==> config.mk <==
export PLATFORM = sky130hd
export DESIGN_NAME = fbri_walk
export DESIGN_NICKNAME = d
export VERILOG_FILES = /design/src/sv/fbri_pkg.sv /design/src/sv/fbri_walk.sv
export SDC_FILE = /design/constraint.sdc
export NUM_CORES = 1
export LEC_CHECK = 0
export ABC_AREA = 1
export ABC_CLOCK_PERIOD_IN_PS = 4500
export BUFFER_PORTS_ARGS = -buffer_cell sky130_fd_sc_hd__buf_2
export CAP_MARGIN = 15
export CORE_MARGIN = 8
export CORE_UTILIZATION = 59
export DETAILED_ROUTE_END_ITERATION = 8
export PLACE_DENSITY_LB_ADDON = 0.05
export SYNTH_ARGS = -nofsm -noshare
export SYNTH_HDL_FRONTEND = slang
export SYNTH_SLANG_ARGS = --single-unit
==> constraint.sdc <==
create_clock -name clk_i -period 4.5 [get_ports clk_i]
set_clock_uncertainty 0.1 [all_clocks]
set_input_delay 0.45 -clock clk_i [delete_from_list [all_inputs] [get_ports clk_i]]
set_output_delay 0.45 -clock clk_i [all_outputs]
set_load 0.05 [all_outputs]
==> src/sv/fbri_pkg.sv <==
// ----------------------------------------------------------------------------
// fbri_pkg
// Shared types and constants for the framebuffer rectangle invert block.
// ----------------------------------------------------------------------------
package fbri_pkg;

  localparam int unsigned ADDR_W     = 13;
  localparam int unsigned DATA_W     = 8;
  localparam int unsigned COORD_W    = 10;
  localparam int unsigned SIZE_W     = 11;
  localparam int unsigned DIM_W      = 11;
  localparam int unsigned ROWB_W     = 8;
  localparam int unsigned ROT_W      = 2;
  localparam int unsigned PIX_ADDR_W = 20;
  localparam int unsigned CFG_IDX_W  = 2;
  localparam int unsigned CFG_DATA_W = 11;

  localparam logic [1:0] REQ_WRITE  = 2'd0;
  localparam logic [1:0] REQ_READ   = 2'd1;
  localparam logic [1:0] REQ_INVERT = 2'd2;

  localparam logic [ROT_W-1:0] ROT_0   = 2'd0;
  localparam logic [ROT_W-1:0] ROT_90  = 2'd1;
  localparam logic [ROT_W-1:0] ROT_180 = 2'd2;
  localparam logic [ROT_W-1:0] ROT_270 = 2'd3;

  localparam logic [DATA_W-1:0] BIT_MSB = 8'h80;

  typedef enum logic [CFG_IDX_W-1:0] {
    REG_ROTATION,
    REG_WIDTH_MEMORY,
    REG_HEIGHT_MEMORY,
    REG_ROW_BYTES
  } cfg_reg_e;

  typedef enum logic [2:0] {
    ST_IDLE,
    ST_RDWAIT,
    ST_WALK,
    ST_DONE
  } fbri_state_e;

  typedef struct packed {
    logic [1:0]         req_type;
    logic [ADDR_W-1:0]  byte_address;
    logic [DATA_W-1:0]  write_data;
    logic [COORD_W-1:0] rect_x;
    logic [COORD_W-1:0] rect_y;
    logic [SIZE_W-1:0]  rect_w;
    logic [SIZE_W-1:0]  rect_h;
  } in_item_t;

  typedef struct packed {
    logic [DATA_W-1:0] read_data;
    logic              nothing_done;
  } out_item_t;

  typedef struct packed {
    logic [ROT_W-1:0]  rotation;
    logic [DIM_W-1:0]  width_memory;
    logic [DIM_W-1:0]  height_memory;
    logic [ROWB_W-1:0] row_bytes;
  } cfg_t;

  typedef struct packed {
    logic             start;
    logic [DIM_W-1:0] x0;
    logic [DIM_W-1:0] xe;
    logic [DIM_W-1:0] y0;
    logic [DIM_W-1:0] ye;
  } walk_start_t;

  typedef struct packed {
    logic             valid;
    logic [DIM_W-1:0] xd;
    logic [DIM_W-1:0] yd;
  } pixel_t;

endpackage

==> src/sv/fbri_walk.sv <==
// ----------------------------------------------------------------------------
// fbri_walk
// Raster walker: emits one display pixel per cycle over a clipped rectangle.
// ----------------------------------------------------------------------------
module fbri_walk (
  input  logic                 clk_i,
  input  logic                 rst_ni,
  input  fbri_pkg::walk_start_t start_i,
  output fbri_pkg::pixel_t     pixel_o
);
  import fbri_pkg::*;

  logic             active_q, active_d;
  logic [DIM_W-1:0] xd_q, xd_d, yd_q, yd_d;
  logic [DIM_W-1:0] x0_q, xe_q, ye_q;
  logic             row_end, last;

  assign row_end = (xd_q + DIM_W'(1)) == xe_q;
  assign last    = row_end && ((yd_q + DIM_W'(1)) == ye_q);

  always_comb begin
    active_d = active_q;
    xd_d     = xd_q;
    yd_d     = yd_q;
    if (start_i.start) begin
      active_d = 1'b1;
      xd_d     = start_i.x0;
      yd_d     = start_i.y0;
    end else if (active_q) begin
      if (row_end) begin
        xd_d = x0_q;
        yd_d = yd_q + DIM_W'(1);
      end else begin
        xd_d = xd_q + DIM_W'(1);
      end
      if (last) begin
        active_d = 1'b0;
      end
    end
  end

  always_ff @(posedge clk_i or negedge rst_ni) begin
    if (!rst_ni) begin
      active_q <= 1'b0;
    end else begin
      active_q <= active_d;
    end
  end

  always_ff @(posedge clk_i) begin
    xd_q <= xd_d;
    yd_q <= yd_d;
    if (start_i.start) begin
      x0_q <= start_i.x0;
      xe_q <= start_i.xe;
      ye_q <= start_i.ye;
    end
  end

  assign pixel_o.valid = active_q;
  assign pixel_o.xd    = xd_q;
  assign pixel_o.yd    = yd_q;

endmodule

==> reports/metrics.yaml, run 1 <==
clock_network:
  cts_tree: "done"
  worstSkewPairLatency_ns: 0.31
  clkTransAtPathRegs_ns: 0.10
  clock-sinks: 56
  cts_inserted_buffers: 5
  cts_max_level: 2
  hold_buffers: 1
  cts_setup_buffers: 0
  ctsLongestPathBuffers: 2
  cts.root.buffer_cell: "clkbuf_8"
  cts_resized: 0
logic_synthesis:
  syn-num-nets: 420
  syn-instance-count: 371
  synthesis.area_um2: 3160
  yosysWarnings: 0
  synth-seq-cells: 56
  synth_area_per_cell_um2: 8.52
  yosysSeqAreaShare_pct: 53.0
  yosys.cell_types.count: 25
placed_design:
  place_inst: 502
  place.port_buffers: 69
  dp_hpwl_mm: 5.32
  gp_congestion: 0.922
  placed_cell_area_um2: 3540
drt:
  totalWireLength_mm: 7.03
  drt_iter0_markers: 172
  ant_nets: 0
  drtPass1Iterations: 5
  post_drt_wl_per_cell_um: 13.8
  viasPerCell: 5.28
  drc: 0
  vias: 2700
timing:
  report.final.slew_viol_count: 0
  rsz0062_at_grt: "false"
  max_freq_mhz: 296
  tightestPinTransition_ns: 0.915
  hold_violations: 0
  setup-violations-final: 0
  post-route-period-util_pct: 75.0
  fin_tns_setup_ns: 0
  max_slew_margin_pct: 38.6
  fin_crit_ns: 3.37
floorplanning:
  ioPinCount: 70
  coreArea_um2: 5140
  dieArea_um2: 7950
  fp.dieW_um: 89.2
  rows: 26
  die_y_um: 89.2
  initial_core_util_pct: 61.5
finish:
  register_area_um2: 1680
  multi_input_area_um2: 1220
  fill_cells: 450
  final_nets: 489
  post-route-util_pct: 70.8
  fin_area_um2: 3640
  antennaDiodeCount: 0
  instances_no_fill: 511
  layout-drive-gt1-share_pct: 22.4
  areaGrowthSynthToFinish_pct: 15.1
power_and_ir_drop:
  clkPwrFrac_pct: 22.2
  intPower_mw: 0.818
  seq_power_share_pct: 54.9
  swShare_pct: 32.1
  p_leak_nw: 1.74
  power_density_nw_per_um2: 331
  ir_drop_v: 0.000245
  p_sw_mw: 0.386
  power_mw: 1.20
  combinationalPowerShare_pct: 22.9
global_routing:
  antenna_found_initial: 0
  overflow: 0
  grt_pass1_vias: 2508
  grt_use_total_pct: 18.9
  grt_max_degree: 62
  grt_pass1_wl_mm: 11.5
job:
  drv_cap: 0
setup_path:
  criticalPathCategory: "reg2reg"
  worstPathMaxFanout: 13
  critical_path_required_ns: 4.34
  arrival_ns: 3.21
  cp-start-kind: "flip-flop"
  critPathCaptureType: "flip-flop"
hold_path:
  hold_path.class: "in2reg"
run_status:
  run_status: "complete, no violations"
-- cells in the final DEF (no fill, tap or decap), drive strengths merged --
master | Yosys | final
a31oi | 3 | 3
xnor3 | 1 | 1
nand4 | 16 | 16
clkbuf | 3 | 6
edfxtp | 55 | 55
clkinv | 1 | 2
buf | 6 | 70
nand3b | 5 | 5
nor3 | 3 | 3
xor2 | 2 | 2
o21ai | 12 | 12
nand2 | 130 | 130
dfrtp | 1 | 1
nor2 | 28 | 28
ha | 2 | 2
inv | 53 | 54
or2 | 2 | 2
xnor2 | 1 | 1
dlygate4sd3 | 0 | 1
nand3 | 47 | 47
-- flip-flops by register name, indices dropped and copies added, names as in the netlist --
register and cells:
xe_q 11, yd_q 11, active_q 1, x0_q 11, xd_q 11, ye_q 11
-- through the flow --
step / setup slack (ns) / hold WS [ns]
after global routing: 0.802 / 0.185
after CTS: 1.16 / 0.194
final: 1.13 / 0.205
after global placement: 1.31 / 0.125
after detailed placement: 1.19 / 0.126
after floorplan: 1.52 / 0.0544
-- Yosys cell counts (all sizes together) --
cell    number  area (um2)
nand2      130         500
edfxtp      55        1650
inv         53         199
nand3       47         255
nor2        28         148
nand4       16         100
o21ai       12        60.1
buf          6        48.8
nand3b       5        37.5
a31oi        3        18.8
clkbuf       3        11.3
nor3         3        15.0
ha           2        25.0
or2          2        12.5
xor2         2        17.5
clkinv       1        3.75
dfrtp        1        25.0
xnor2        1        8.76
xnor3        1        22.5
-- final timing paths --
| path | startpoint | endpoint | slack [ns] | depth (start not counted) |
|---|---|---|---|---|
| setup / recovery | xd_q[0] | yd_q[7] | 1.13 | 11 |
| hold / removal | start_i[2] | ye_q[2] | 0.20 | 1 |
| setup reg to reg | xd_q[0] | yd_q[7] | 1.13 | 11 |
| hold reg to reg | active_q | active_q | 0.54 | 2 |
| max in group asynchronous | rst_ni | active_q | 3.90 | 2 |
| min in group asynchronous | rst_ni | active_q | 0.31 | 2 |
-- cells by family (layout without fill, tap and decap cells) --
family / Yosys count / after routing / synth area share [%]
fa+ha+maj: 2 / 2 / 0.792
simple gates: 231 / 231 / 33.8
flops: 56 / 56 / 53.0
compound gates: 15 / 15 / 2.49
xor+xnor: 4 / 4 / 1.54
buf+inv: 63 / 133 / 8.31
-- layer usage --
metal  GRT usage, %  routed length (um)  up-vias
li1               -                   -     1353
met1           25.4                3180     1239
met2           29.5                3230      103
met3           4.69                 562        5
met4           4.83                  51        0
met5              0                   0        -
-- critical path: stages (launching register included) --
cell	delay (ns)
edfxtp_1	0.46
ha_1	0.25
nand2_2	0.11
nor2_4	0.15
nand2_2	0.08
nand2_2	0.07
nand3_1	0.06
nand2_1	0.07
nand2_1	0.05
nor2_2	0.41
nand3_2	0.37
o21ai_1	0.82
-- area by class of cell --
cell class | instances | area share, %
clock buffer | 6 | 2.00
sequential | 56 | 46.1
tap | 70 | 2.41
inverter | 54 | 5.57
multi-input combinational | 252 | 33.6
timing repair buffer | 71 | 9.98
clock inverter | 2 | 0.378
-- power groups by stage --
stage               logic [mW]  clock network [mW]  registers, mW
floorplan                0.136                   0          0.728
global placement         0.269                   0          0.670
detailed placement       0.274                   0          0.672
CTS                      0.276               0.277          0.660
global route             0.304               0.294          0.667
finish                   0.276               0.267          0.661
No activity file was read; power rests on OpenSTA's default activity.
==> run 2: changes to the inputs <==
--- a/config.mk
+++ b/config.mk
@@ -5,12 +5,12 @@
 export SDC_FILE = /design/constraint.sdc
 export NUM_CORES = 1
 export LEC_CHECK = 0
-export ABC_AREA = 1
-export ABC_CLOCK_PERIOD_IN_PS = 4500
+export ABC_AREA = 0
+export ABC_CLOCK_PERIOD_IN_PS = 3300
 export BUFFER_PORTS_ARGS = -buffer_cell sky130_fd_sc_hd__buf_2
 export CAP_MARGIN = 15
 export CORE_MARGIN = 8
-export CORE_UTILIZATION = 59
+export CORE_UTILIZATION = 54
 export DETAILED_ROUTE_END_ITERATION = 8
 export PLACE_DENSITY_LB_ADDON = 0.05
 export SYNTH_ARGS = -nofsm -noshare
==> constraint.sdc (replaced) <==
create_clock -name clk_i -period 3.3 [get_ports clk_i]
set_clock_uncertainty 0.1 [all_clocks]
set_input_delay 0.33 -clock clk_i [delete_from_list [all_inputs] [get_ports clk_i]]
set_output_delay 0.33 -clock clk_i [all_outputs]
set_load 0.05 [all_outputs]
==> run 2 against run 1 <==
  * Die area rose by 5.7%
  * Cell area fell by 1.0%
  * Synthesized area decreased by 2.1%
  * Global-route usage is 2.5 points lower
==> reports/metrics.yaml, run 2 <==
logic_synthesis:
  yosys.cell_count.top_type: "edfxtp_1"  # was nand2_1
  async_flop_share_pct: 1.79  # unchanged
  yosys.cell_types.count: 48  # was 25
  synthTopCellsByArea: "edfxtp_1 (53%), xnor2_1 (5.9%), xor2_1 (4.5%)"  # was edfxtp_1 (52%), nand2_1 (15%), nand3_1 (6.8%)
  synth_edf_count: 55  # unchanged
  synth_common_cells: "edfxtp_1 (55), xnor2_1 (21), nor2_1 (18), o21ai_0 (18)"  # was nand2_1 (125), edfxtp_1 (55), inv_1 (53)
  yosys.area.top_type: "edfxtp_1"  # unchanged
  ys.flop_type: "edfxtp_1"  # unchanged
  synthesis.area_um2: 3100  # was 3160 um2
  synth-seq-cells: 56  # unchanged
  syn-instance-count: 268  # was 371
  syn-num-nets: 317  # was 420
  yosysSeqAreaShare_pct: 54.2  # was 53.0%
  synth_area_per_cell_um2: 11.6  # was 8.52 um2
  synth_top_area_share_pct: 53.4  # was 52.3%
  yosysWarnings: 0  # unchanged
timing:
  max_slew_margin_pct: 50.2  # was 38.6%
  max_freq_mhz: 356  # was 296 MHz
  setup-violations-final: 0  # unchanged
  fin_tns_setup_ns: 0  # unchanged
  fin_crit_ns: 2.81  # was 3.37 ns
  report.final.slew_viol_count: 0  # unchanged
  post-route-period-util_pct: 85.2  # was 75.0%
  timing.hold.ws_ns: 0.0849  # was 0.205 ns
  tightestPinTransition_ns: 0.728  # was 0.915 ns
  hold_violations: 0  # unchanged
  rsz0062_at_grt: "false"  # unchanged
setup_path:
  crit_start: "xd_q[0]"  # unchanged
  critical_path_required_ns: 3.25  # was 4.34 ns
  timing.rr.start: "xd_q[0]"  # unchanged
  worstPathMaxFanout: 9  # was 13
  endpoint: "xd_q[4]"  # was yd_q[7]
  ff2ff_path_depth: 8  # was 11
  r2r_end: "xd_q[4]"  # was yd_q[7]
  critPathCaptureType: "flip-flop"  # unchanged
  cp-start-kind: "flip-flop"  # unchanged
  criticalPathCategory: "reg2reg"  # unchanged
  arrival_ns: 2.76  # was 3.21 ns
  ff2ff_setup_slack_ns: 0.49  # was 1.13 ns
clock_network:
  clock-sinks: 56  # unchanged
  worstSkewPairLatency_ns: 0.31  # about the same
  clkTransAtPathRegs_ns: 0.10  # about the same
  cts_max_level: 2  # unchanged
  ctsLongestPathBuffers: 2  # unchanged
  cts_inserted_buffers: 5  # unchanged
  cts_tree: "done"  # unchanged
  cts.root.buffer_cell: "clkbuf_8"  # unchanged
finish:
  fin_area_um2: 3600  # was 3640 um2
  multi_input_area_um2: 1290  # was 1220 um2
  register_area_um2: 1680  # unchanged
  final_nets: 384  # was 489
  fill_cells: 431  # was 450
  instances_no_fill: 408  # was 511
  post-route-util_pct: 65.4  # was 70.8%
  areaGrowthSynthToFinish_pct: 16.3  # was 15.1%
  layout-drive-gt1-share_pct: 30.1  # was 22.4%
  antennaDiodeCount: 0  # unchanged
  final_common_cell: "buf_2"  # was nand2_1
  layout_common_cells: "buf_2 (69), edfxtp_1 (55), xnor2_1 (21)"  # was nand2_1 (125), buf_2 (69), edfxtp_1 (55)
global_routing:
  grt_pass1_wl_mm: 11.0  # was 11.5 mm
  grt_pass1_vias: 2240  # was 2,508
  grt_max_degree: 87  # was 62
  overflow: 0  # unchanged
  antenna_found_initial: 0  # unchanged
  grt_use_total_pct: 16.4  # was 18.9%
run_status:
  run_status: "complete, no violations"  # unchanged
power_and_ir_drop:
  power_density_nw_per_um2: 477  # was 331 nW/um2
  ir_drop_v: 0.000349  # was 0.000245 V
  p_leak_nw: 1.37  # was 1.74 nW
floorplanning:
  initial_core_util_pct: 56.2  # was 61.5%
  die_y_um: 91.7  # was 89.2 um
  coreArea_um2: 5510  # was 5140 um2
  fp.dieW_um: 91.7  # was 89.2 um
  dieArea_um2: 8410  # was 7950 um2
  rows: 27  # was 26
  ioPinCount: 70  # unchanged
drt:
  post_drt_wl_per_cell_um: 16.8  # was 13.8 um
  drc: 0  # unchanged
  drt_iter0_markers: 165  # was 172
  ant_nets: 0  # unchanged
  totalWireLength_mm: 6.86  # was 7.03 mm
  vias: 2263  # was 2,700
  viasPerCell: 5.55  # was 5.28
  drtPass1Iterations: 4  # was 5
hold_path:
  holdPathStages: 1  # unchanged
  hold_path.class: "in2reg"  # unchanged
job:
  drv_cap: 0  # unchanged
placed_design:
  gp_congestion: 0.847  # was 0.922
  place.port_buffers: 69  # unchanged
  place_inst: 399  # was 502
  dp_hpwl_mm: 5.00  # was 5.32 mm
  placed_cell_area_um2: 3500  # was 3540 um2
[run 2: changes by cell type after synthesis, moves of 13 or more]
cell / delta
nand2_1: -109
inv_1: -37
nand3_1: -36
xnor2_1: +20
a21oi_1: +15
xor2_1: +14
nand4_1: -13
[run 2: report_power, final]
part           total (mW)  internal, mW  switching (mW)
registers           0.921         0.855          0.0660
logic               0.422         0.157           0.265
clock network       0.376         0.152           0.224
[run 2: how the worst min path moves through the flow]
stage	start	to	slack (ns)
5_1_grt	start_i[1]	ye_q[1]	0.07
3_3_place_gp	rst_ni	active_q	0.006
6_report	start_i[0]	ye_q[0]	0.08
3_5_place_dp	rst_ni	active_q	0.007
2_1_floorplan	rst_ni	active_q	-0.07
4_1_cts	start_i[6]	ye_q[6]	0.08
[run 2: worst max-delay path, stage by stage (launching register included)]
cell and delay, ns:
edfxtp_1 0.48, ha_1 0.28, xnor2_1 0.23, xnor2_1 0.09, a2111oi_0 0.47, nand4_1 0.23, nor3_2 0.32, buf_4 0.27
a221oi_1 0.10
[run 2: routing by layer]
layer / wire (um) / share of wire [%] / up-vias / track usage (%)
li1: - / - / 1122 / -
met1: 3310 / 48 / 1059 / 21.7
met2: 3030 / 44 / 73 / 24.8
met3: 438 / 6.4 / 9 / 5.05
met4: 87 / 1.3 / 0 / 5.64
met5: 0 / 0 / - / 0
[run 2: cells by family (layout without fill, tap and decap cells)]
kind of cell / after synthesis / in the layout / synth area share [%]
and+or+nand+nor: 80 / 80 / 14.4
AOI/OAI and AO/OA: 58 / 58 / 13.7
DFF: 56 / 56 / 54.2
xor gates and xnor gates: 38 / 38 / 11.2
buffers and inverters: 30 / 98 / 4.24
muxes: 4 / 4 / 1.46
adders and majority gates: 2 / 2 / 0.808
[run 2: cell type report]
cell class / instances / area share [%]
Multi-Input combinational cell: 182 / 35.8
Tap cell: 72 / 2.50
Clock buffer: 6 / 2.02
Inverter: 16 / 1.67
Clock inverter: 2 / 0.452
Timing Repair Buffer: 74 / 11.0
Sequential cell: 56 / 46.6
[run 2: repair_timing]
item	4_1_cts	5_1_grt
hold buffers	1	0
setup buffers	0	0
hold endpoints to repair	1	0
gates resized for setup	0	0
[run 2: metrics by stage]
stage | setup slack (ns) | power (mW)
after detailed placement | 0.530 | 1.36
after global placement | 0.644 | 1.35
after CTS | 0.488 | 1.73
after global routing | 0.173 | 1.80
after floorplan | 0.511 | 1.23
final | 0.488 | 1.72
