[src/sv/fbri_pkg.sv]
// ----------------------------------------------------------------------------
// fbri_pkg
// Shared types and constants for the framebuffer rectangle invert block.
// ----------------------------------------------------------------------------
package fbri_pkg;

  localparam int unsigned ADDR_W     = 13;
  localparam int unsigned DATA_W     = 8;
  localparam int unsigned COORD_W    = 10;
  localparam int unsigned SIZE_W     = 11;
  localparam int unsigned DIM_W      = 11;
  localparam int unsigned ROWB_W     = 8;
  localparam int unsigned ROT_W      = 2;
  localparam int unsigned PIX_ADDR_W = 20;
  localparam int unsigned CFG_IDX_W  = 2;
  localparam int unsigned CFG_DATA_W = 11;

  localparam logic [1:0] REQ_WRITE  = 2'd0;
  localparam logic [1:0] REQ_READ   = 2'd1;
  localparam logic [1:0] REQ_INVERT = 2'd2;

  localparam logic [ROT_W-1:0] ROT_0   = 2'd0;
  localparam logic [ROT_W-1:0] ROT_90  = 2'd1;
  localparam logic [ROT_W-1:0] ROT_180 = 2'd2;
  localparam logic [ROT_W-1:0] ROT_270 = 2'd3;

  localparam logic [DATA_W-1:0] BIT_MSB = 8'h80;

  typedef enum logic [CFG_IDX_W-1:0] {
    REG_ROTATION,
    REG_WIDTH_MEMORY,
    REG_HEIGHT_MEMORY,
    REG_ROW_BYTES
  } cfg_reg_e;

  typedef enum logic [2:0] {
    ST_IDLE,
    ST_RDWAIT,
    ST_WALK,
    ST_DONE
  } fbri_state_e;

  typedef struct packed {
    logic [1:0]         req_type;
    logic [ADDR_W-1:0]  byte_address;
    logic [DATA_W-1:0]  write_data;
    logic [COORD_W-1:0] rect_x;
    logic [COORD_W-1:0] rect_y;
    logic [SIZE_W-1:0]  rect_w;
    logic [SIZE_W-1:0]  rect_h;
  } in_item_t;

  typedef struct packed {
    logic [DATA_W-1:0] read_data;
    logic              nothing_done;
  } out_item_t;

  typedef struct packed {
    logic [ROT_W-1:0]  rotation;
    logic [DIM_W-1:0]  width_memory;
    logic [DIM_W-1:0]  height_memory;
    logic [ROWB_W-1:0] row_bytes;
  } cfg_t;

  typedef struct packed {
    logic             start;
    logic [DIM_W-1:0] x0;
    logic [DIM_W-1:0] xe;
    logic [DIM_W-1:0] y0;
    logic [DIM_W-1:0] ye;
  } walk_start_t;

  typedef struct packed {
    logic             valid;
    logic [DIM_W-1:0] xd;
    logic [DIM_W-1:0] yd;
  } pixel_t;

endpackage

[src/sv/fbri_rmw.sv]
// ----------------------------------------------------------------------------
// fbri_rmw
// Pixel pipeline: rotate to memory coordinates, form the byte address, then
// read, flip the bit and write back, forwarding the previous write.
// ----------------------------------------------------------------------------
module fbri_rmw #(
  parameter int unsigned FB_BYTES = 8192
) (
  input  logic                        clk_i,
  input  logic                        rst_ni,
  input  fbri_pkg::cfg_t              cfg_i,
  input  fbri_pkg::pixel_t            pixel_i,
  output logic                        re_o,
  output logic [$clog2(FB_BYTES)-1:0] raddr_o,
  input  logic [fbri_pkg::DATA_W-1:0] rdata_i,
  output logic                        we_o,
  output logic [$clog2(FB_BYTES)-1:0] waddr_o,
  output logic [fbri_pkg::DATA_W-1:0] wdata_o,
  output logic                        busy_o
);
  import fbri_pkg::*;

  localparam int unsigned MEM_AW = $clog2(FB_BYTES);

  logic signed [DIM_W:0] xm, ym;
  logic signed [DIM_W:0] xd_s, yd_s, w_s, h_s;
  logic                  map_ok;

  logic             m_valid_q;
  logic [DIM_W-1:0] m_xm_q, m_ym_q;

  logic [PIX_ADDR_W-1:0] addr_full;
  logic                  in_store;

  logic              a_valid_q;
  logic [MEM_AW-1:0] a_addr_q;
  logic [DATA_W-1:0] a_mask_q;

  logic              f_valid_q;
  logic [MEM_AW-1:0] f_addr_q;
  logic [DATA_W-1:0] f_data_q;
  logic [DATA_W-1:0] old_data, new_data;

  assign xd_s = $signed({1'b0, pixel_i.xd});
  assign yd_s = $signed({1'b0, pixel_i.yd});
  assign w_s  = $signed({1'b0, cfg_i.width_memory});
  assign h_s  = $signed({1'b0, cfg_i.height_memory});

  always_comb begin
    case (cfg_i.rotation)
      ROT_0: begin
        xm = yd_s;
        ym = xd_s;
      end
      ROT_90: begin
        xm = xd_s;
        ym = h_s - yd_s - 12'sd1;
      end
      ROT_180: begin
        xm = w_s - yd_s - 12'sd1;
        ym = h_s - xd_s - 12'sd1;
      end
      default: begin
        xm = w_s - xd_s - 12'sd1;
        ym = yd_s;
      end
    endcase
  end

  assign map_ok = !xm[DIM_W] && !ym[DIM_W]
               && (xm[DIM_W-1:0] < cfg_i.width_memory)
               && (ym[DIM_W-1:0] < cfg_i.height_memory);

  assign addr_full = PIX_ADDR_W'(m_ym_q) * PIX_ADDR_W'(cfg_i.row_bytes)
                   + PIX_ADDR_W'(m_xm_q[DIM_W-1:3]);
  assign in_store  = addr_full < PIX_ADDR_W'(FB_BYTES);

  assign re_o    = m_valid_q && in_store;
  assign raddr_o = addr_full[MEM_AW-1:0];

  assign old_data = (f_valid_q && (f_addr_q == a_addr_q)) ? f_data_q : rdata_i;
  assign new_data = old_data ^ a_mask_q;

  assign we_o    = a_valid_q;
  assign waddr_o = a_addr_q;
  assign wdata_o = new_data;
  assign busy_o  = m_valid_q || a_valid_q;

  always_ff @(posedge clk_i or negedge rst_ni) begin
    if (!rst_ni) begin
      m_valid_q <= 1'b0;
      a_valid_q <= 1'b0;
      f_valid_q <= 1'b0;
    end else begin
      m_valid_q <= pixel_i.valid && map_ok;
      a_valid_q <= m_valid_q && in_store;
      f_valid_q <= a_valid_q;
    end
  end

  always_ff @(posedge clk_i) begin
    m_xm_q   <= xm[DIM_W-1:0];
    m_ym_q   <= ym[DIM_W-1:0];
    a_addr_q <= addr_full[MEM_AW-1:0];
    a_mask_q <= BIT_MSB >> m_xm_q[2:0];
    f_addr_q <= a_addr_q;
    f_data_q <= new_data;
  end

endmodule

[config.mk]
export PLATFORM = sky130hd
export DESIGN_NAME = fbri_rmw
export DESIGN_NICKNAME = d
export VERILOG_FILES = /design/src/sv/fbri_pkg.sv /design/src/sv/fbri_rmw.sv
export SDC_FILE = /design/constraint.sdc
export NUM_CORES = 1
export LEC_CHECK = 0
export ABC_AREA = 1
export BUFFER_PORTS_ARGS = -buffer_cell sky130_fd_sc_hd__buf_2
export CORE_ASPECT_RATIO = 2
export CORE_UTILIZATION = 55
export DETAILED_ROUTE_END_ITERATION = 12
export PLACE_DENSITY_LB_ADDON = 0.15
export REMOVE_ABC_BUFFERS = 1
export SLEW_MARGIN = 20
export SYNTH_ARGS = -nofsm -noshare
export SYNTH_HDL_FRONTEND = slang
export SYNTH_SLANG_ARGS = --single-unit
[constraint.sdc]
create_clock -name clk_i -period 5.7 [get_ports clk_i]
set_clock_uncertainty 0.05 [all_clocks]
set_input_delay 1.14 -clock clk_i [delete_from_list [all_inputs] [get_ports clk_i]]
set_output_delay 1.14 -clock clk_i [all_outputs]
set_load 0.02 [all_outputs]
==> metrics.md, run 1 <==
| Metric | Value |
|---|---|
| Critical path fanouts, max | 10 |
| Final hold slack | around 310 ps |
| Clk_lat worst skew | 340 ps |
| Number of synthesized register bits | 67 |
| Remaining Overflow, GRT | 0 |
| Worst EP arrival | approximately 5000 ps |
| Row count | 65 |
| Outcome | finished, violations left |
| Worst setup margin | -496.8 ps |
| CTS tree | built |
| Cell Area, Synth | a little under 9000 µm² |
| First-pass GRT wire length | 43.12 mm |
| Ys async rst share | 4.478% |
| CTS Hold Bufs | 0 |
| Ys flop type | dfxtp_1 |
| Starting Density | 55.88% |
| Top-level I/O count | 102 |
| Core area | 15700 µm² |
| Synth Area in Compound Gates | under 10% |
| Die Footprint | about 16000 µm² |
| Most frequent cells in the layout | nand2_1, inv_1, ha_1 |
| Antenna-violating nets left | 0 |
| Fin. Hold Viols | 0 |
| Violation count after the first detailed-route iteration | 384 |
| Relative slew slack | approximately three fifths |
| Total CTS buffers | 9 |
| Fin nets | roughly 1700 |
| Global placer's final weighted congestion | a little over 1 |
| Clk buf depth | 2 |
| Multi-input gate area | approximately 6500 µm² |
| Die W | 91.30 µm |
| Dpl cells | 1654 |
| Pleak | approximately 6.3 nW |
| WP data required | 4510 ps |
| Setup TNS Final | -1420 ps |
| Hpwl dp | 22.74 mm |
| Mux cell area share after synthesis | 0% |
| RSZ-0062 raised after global routing | yes |
| Share of the synthesized area in the top cell type | 15.69% |
| Most common library cell in the layout ignoring fill and taps | nand2_1 |
| Area Growth Syn to Fin | 22.47% |
| Yosys warning count | 0 |
| Tmin final | 6197 ps |
| Max Slew Vio Count | 0 |
| Share of cells above drive strength 1 | 19.78% |
| Mapped Avg Cell Area | 6.590 µm² |
| Routed len/inst | 16.71 µm |
| Simple-Gate Fraction of Synth Area | 27.69% |
| Period utilization | 108.7% |
| CP endpoint kind | output pin |
| Drt pass-1 iters | 5 |
| Port Buffers | 101 |
| Final setup vio count | 6 |
| Peak supply drop | roughly 0.51 mV |
| Synth Instances | 1331 |
| Clock tree root driver cell | clkbuf_16 |
| Die height | 180.6 µm |
| EDFF count, synth | 0 |
| Worst slew pin tran | a little under 600 ps |
| Clock transition at path regs | 60 ps |
| Setup Crit Path Kind | in2out |
| Area contributors post-synth | ha_1, fa_1, nand2_1 |
| Hold crit path type | reg2reg |
| Max cap viols | 0 |
| Register area | 1356 µm² |
| Tot GR Track Use | 34.26% |
| Routed vias | about 9100 |
| Vias per inst | 5.434 |
| F_max | 0.1614 GHz |
| Largest family of logic cells by synthesized area | adder cells |
| Sequential share of the synthesized area | 15.46% |
| Post-synthesis adder-cell area fraction | slightly above 30% |
| Filler instances | 1390 |
| Largest net degree at the start of global routing | 28 |
| CTS HTree Levels | 3 |
| Initial antenna violation count | 0 |
| CTS Sinks | 67 |
| Area share of xor/xnor cells in the synthesized design | 1.198% |
| Vias in the first global route | 9501 |
| Startpoint types | input port |
| Ant diodes | 0 |
| Non-filler cells in the finished layout | ~1700 |
| Total routed wirelength | 28.02 mm |
| Power density over the cells | approximately 640 nW/µm² |
| Biggest area consumer among synthesized cells | ha_1 |
| DRC | 0 |
| Synth unique cells | 45 |
| Failing checks | setup timing |
## what timing repair did
action	4_1_cts	5_1_grt
setup buffers	6	1
pin swaps	69	14
gates resized for setup	124	39
gates cloned	1	0
setup endpoints to repair	7	7
## layer usage
metal | routed length [µm] | share of wire, % | GRT usage [%] | up-vias
li1 | - | - | - | 4398
met1 | 8257 | 29 | 26.33 | 4225
met2 | 15380 | 55 | 67.24 | 321
met3 | 926 | 3.3 | 3.629 | 169
met4 | 3450 | 12 | 37.14 | 0
met5 | 0 | 0 | 0 | -
## path summary, 6_finish.rpt
check                                       to  cells past startpoint          startpoint  slack (ps)
max reg2reg                     we_o$_DFF_PN0_                     18   m_ym_q[5]$_DFF_P_        1250
min                        f_addr_q[2]$_DFF_P_                      0  waddr_o[2]$_DFF_P_         310
min in group asynchronous  f_valid_q$_DFF_PN0_                      1              rst_ni         530
max                                       re_o                     19            cfg_i[5]        -500
min reg2reg                f_addr_q[2]$_DFF_P_                      0  waddr_o[2]$_DFF_P_         310
max in group asynchronous       we_o$_DFF_PN0_                      1              rst_ni        4960
## synth_stat cells (4+ instances only)
cell      number
xor2_1         7
nand3b_1       5
nor2_1        65
fa_1          66
o22ai_1        4
xnor2_1        5
a21oi_1       74
nand4_1       17
or2_2          7
o21bai_1       7
clkbuf_2       7
nand3_1      102
dfxtp_1       64
clkbuf_1      12
nor3_1        17
inv_1        317
o21ai_1        4
a22oi_1        4
inv_2          7
nand2_1      352
buf_2          6
o21ai_0       37
ha_1         110
## worst max-delay path, cell delays in order
cell and delay, ps:
buf_12 100, nand2_2 60, fa_1 510, fa_1 550, inv_2 50, fa_1 520, inv_1 60, fa_1 510
inv_2 50, ha_4 290, nand2_2 70, nor2_1 260, nand3_2 120, nand4_1 130, nand2_1 80, nor2_1 100
nand3_1 150, nor2_4 120, buf_6 120
## sequential cells by signal (all words and copies together), names as in the netlist
register / flops
m_valid_q: 1
f_valid_q: 1
m_xm_q: 11
we_o: 1
a_mask_q: 8
waddr_o: 13
f_addr_q: 13
f_data_q: 8
m_ym_q: 11
## where the power goes
| part | switching, mW | internal (mW) | total [mW] |
|---|---|---|---|
| sequential | 0.0946 | 0.623 | 0.718 |
| clock | 0.227 | 0.355 | 0.582 |
| combinational | 3.10 | 2.48 | 5.58 |
## area by class of cell
class / count / share of cell area (%)
Inverter: 325 / 11.38
Timing Repair Buffer: 155 / 10.19
Clock buffer: 10 / 2.225
Clock inverter: 6 / 0.6756
Multi-Input combinational cell: 913 / 60.56
Sequential cell: 67 / 12.63
Tap cell: 201 / 2.341
## stage by stage
| step | power, mW | utilization [%] | area (µm²) | setup slack [ps] |
|---|---|---|---|---|
| detailed placement | 4.830 | 62.20 | 9763 | -751.7 |
| global route | 7.377 | 68.43 | 10740 | -574.1 |
| finish | 6.881 | 68.43 | 10740 | -496.8 |
| CTS | 6.398 | 67.46 | 10590 | -347.0 |
| global placement | 4.760 | 62.20 | 9763 | -672.1 |
| floorplan | 3.174 | - | 8653 | -243.9 |
## kinds of logic after synthesis
kind of cell / count (synthesis)
adder cells (fa/ha/maj): 176
XOR/XNOR: 12
AND/OR/NAND/NOR: 575
buffers and inverters: 351
AO/OA/AOI/OAI: 150
flip-flops: 67
No activity file was read; power rests on OpenSTA's default activity.
==> run 2, diff against run 1 <==
Settings changed: CORE_MARGIN set to 2.
==> run 2 against run 1 <==
Compared with the run above:
- the flow still finishes with violations (setup timing)
- total power increased by 5.3%
- cell area increased by 0.81%
- die area increased by 3.3%
- clock power decreased by 9.8%
- register-to-register slack improved by 80 ps
- non-clock buffer count unchanged
- critical path depth increased by 1
- utilization increased by 0.56 points
- hold slack got worse by 2.8 ps
- maximum frequency increased by 0.75%
- critical endpoint unchanged
- highest routed layer unchanged
==> metrics.md, run 2 (synthesis gave the netlist of run 1 again) <==
| Metric | Value |
|---|---|
| Relative slew slack | 63.89% (+2.7 points) |
| Global placer's final weighted congestion | 0.9512 (-5.8%) |
| Period utilization | 107.9% (-0.81 points) |
| Core area | 15700 µm² (unchanged) |
| Total routed wirelength | 29.23 mm (+4.3%) |
| Clock transition at path regs | 60 ps (about the same) |
| Vias in the first global route | 9520 (+0.20%) |
| Register area | 1356 µm² (unchanged) |
| Die Footprint | 17030 µm² (+3.3%) |
| Final setup vio count | 6 (unchanged) |
| Outcome | finished, violations left |
| Violation count after the first detailed-route iteration | 384 (unchanged) |
| Setup TNS Final | -1506 ps (-85.85 ps) |
| DRC | 0 (unchanged) |
| Tot GR Track Use | 33.78% (-0.48 points) |
| Failing checks | setup timing |
| Pleak | 6.301 nW (+0.37%) |
| Critical path fanouts, max | 6 (-4) |
| RSZ-0062 raised after global routing | yes |
| Hpwl dp | 23.30 mm (+2.5%) |
| First-pass GRT wire length | 43.92 mm (+1.9%) |
| Power density over the cells | 669.0 nW/µm² (+4.4%) |
| CTS Hold Bufs | 0 (unchanged) |
| CTS HTree Levels | 3 (unchanged) |
| Worst slew pin tran | 536.0 ps (-44.74 ps) |
| WP data required | 4510 ps (about the same) |
| Tmin final | 6151 ps (-46.03 ps) |
| CTS tree | built |
| Share of cells above drive strength 1 | 20.66% (+0.88 points) |
| Largest net degree at the start of global routing | 28 (unchanged) |
| Vias per inst | 5.447 (+0.24%) |
| Power, Total | 7.244 mW (+5.3%) |
| Clk_lat worst skew | 340 ps (about the same) |
| Drt pass-1 iters | 5 (unchanged) |
| Hold Startpoint | waddr_o[2]$_DFF_P_ |
| Fin nets | 1712 (unchanged) |
| Most common library cell in the layout ignoring fill and taps | nand2_1 |
| Dpl cells | 1654 (unchanged) |
| Port Buffers | 101 (unchanged) |
| Top-level I/O count | 102 (unchanged) |
| Initial antenna violation count | 0 (unchanged) |
| Filler instances | 1325 (-4.7%) |
| Area Growth Syn to Fin | 23.47% |
| Starting Density | 55.88% (unchanged) |
| Clock tree root driver cell | clkbuf_16 |
| Remaining Overflow, GRT | 0 (unchanged) |
| Max cap viols | 0 (unchanged) |
| Multi-input gate area | 6588 µm² (+1.3%) |
| Fin. Hold Viols | 0 (unchanged) |
| R2r startpoint | m_ym_q[7]$_DFF_P_ |
| F_max | 0.1626 GHz (+0.75%) |
| Routed len/inst | 17.43 µm (+4.3%) |
| Antenna-violating nets left | 0 (unchanged) |
| Setup Crit Path Kind | in2out |
| Row count | 65 (unchanged) |
| Non-filler cells in the finished layout | 1677 (unchanged) |
| Clk buf depth | 2 (unchanged) |
| Max Slew Vio Count | 0 (unchanged) |
| Worst setup margin | -450.7 ps (+46.03 ps) |
| Worst EP arrival | 4960 ps (-50 ps) |
| Die W | 93.30 µm (+2.2%) |
| Ant diodes | 0 (unchanged) |
| CTS Sinks | 67 (unchanged) |
| Routed vias | 9135 (+0.24%) |
| Startpoint types | input port |
| CP endpoint kind | output pin |
| Post-layout util | 68.99% (+0.56 points) |
| Peak supply drop | 0.4694 mV (-7.4%) |
| Hold crit path type | reg2reg |
| Die height | 182.6 µm (+1.1%) |
| Most frequent cells in the layout | nand2_1, inv_1, ha_1 |
| Total CTS buffers | 9 (unchanged) |
| CP Launch Point | cfg_i[7] |
| Final hold slack | 309.7 ps (-2.848 ps) |
run 2: cell types whose count changed in the layout (fill, tap and decap cells not counted), sizes merged:
cell	before	now
bufinv	1	0
bufbuf	0	1
clkinv	3	2
buf	155	153
clkbuf	10	11
clkinvlp	1	3
run 2: metal layers:
layer / part of all wire (%) / up-vias / GRT usage, %
li1: - / 4410 / -
met1: 30 / 4230 / 27.11
met2: 56 / 330 / 66.88
met3: 3.2 / 165 / 2.312
met4: 12 / 0 / 32.35
met5: 0 / - / 0
run 2: worst paths after layout:
| path | to | slack [ps] | depth (start not counted) |
|---|---|---|---|
| min reg2reg | f_addr_q[2]$_DFF_P_ | 310 | 0 |
| max | re_o | -450 | 20 |
| max in group asynchronous | m_valid_q$_DFF_PN0_ | 4960 | 1 |
| max reg2reg | we_o$_DFF_PN0_ | 1330 | 21 |
| min | f_addr_q[2]$_DFF_P_ | 310 | 0 |
| min in group asynchronous | f_valid_q$_DFF_PN0_ | 540 | 1 |
run 2: timing repair:
action                                  in CTS  in global routing
cloned                                       1                  1
gates resized for setup                    116                 66
setup buffers                                4                  4
pin swaps                                   66                 33
endpoints found under the setup margin       8                  8
run 2: layout make-up:
type	count	share of cell area, %
Clock buffer	10	2.114
Clock inverter	6	0.4506
Inverter	325	11.27
Multi-Input combinational cell	913	60.83
Sequential cell	67	12.52
Tap cell	201	2.322
Timing Repair Buffer	155	10.49
run 2: worst max-delay path, stage by stage:
cell,delay [ps]
buf_12,120
nand2_4,60
inv_2,40
fa_1,510
fa_1,520
fa_1,540
inv_1,50
fa_1,490
inv_2,50
ha_4,300
nand2_4,70
buf_4,150
nor2_4,90
nand3_2,120
nand4_1,120
nand2_1,70
nor2_1,130
nand3_2,90
nor2_2,160
buf_6,140
run 2: where the power goes:
group,internal [mW],switching (mW)
Combinational,2.68,3.32
Clock,0.298,0.227
Sequential,0.623,0.0955
run 2: per-stage QoR:
| step | instance area [µm²] | worst slack, ps |
|---|---|---|
| 4_1_cts | 10560 | -330.0 |
| 2_1_floorplan | 8653 | -243.9 |
| 3_3_place_gp | 9763 | -684.7 |
| 5_1_grt | 10830 | -614.4 |
| 6_report | 10830 | -450.7 |
| 3_5_place_dp | 9763 | -726.2 |
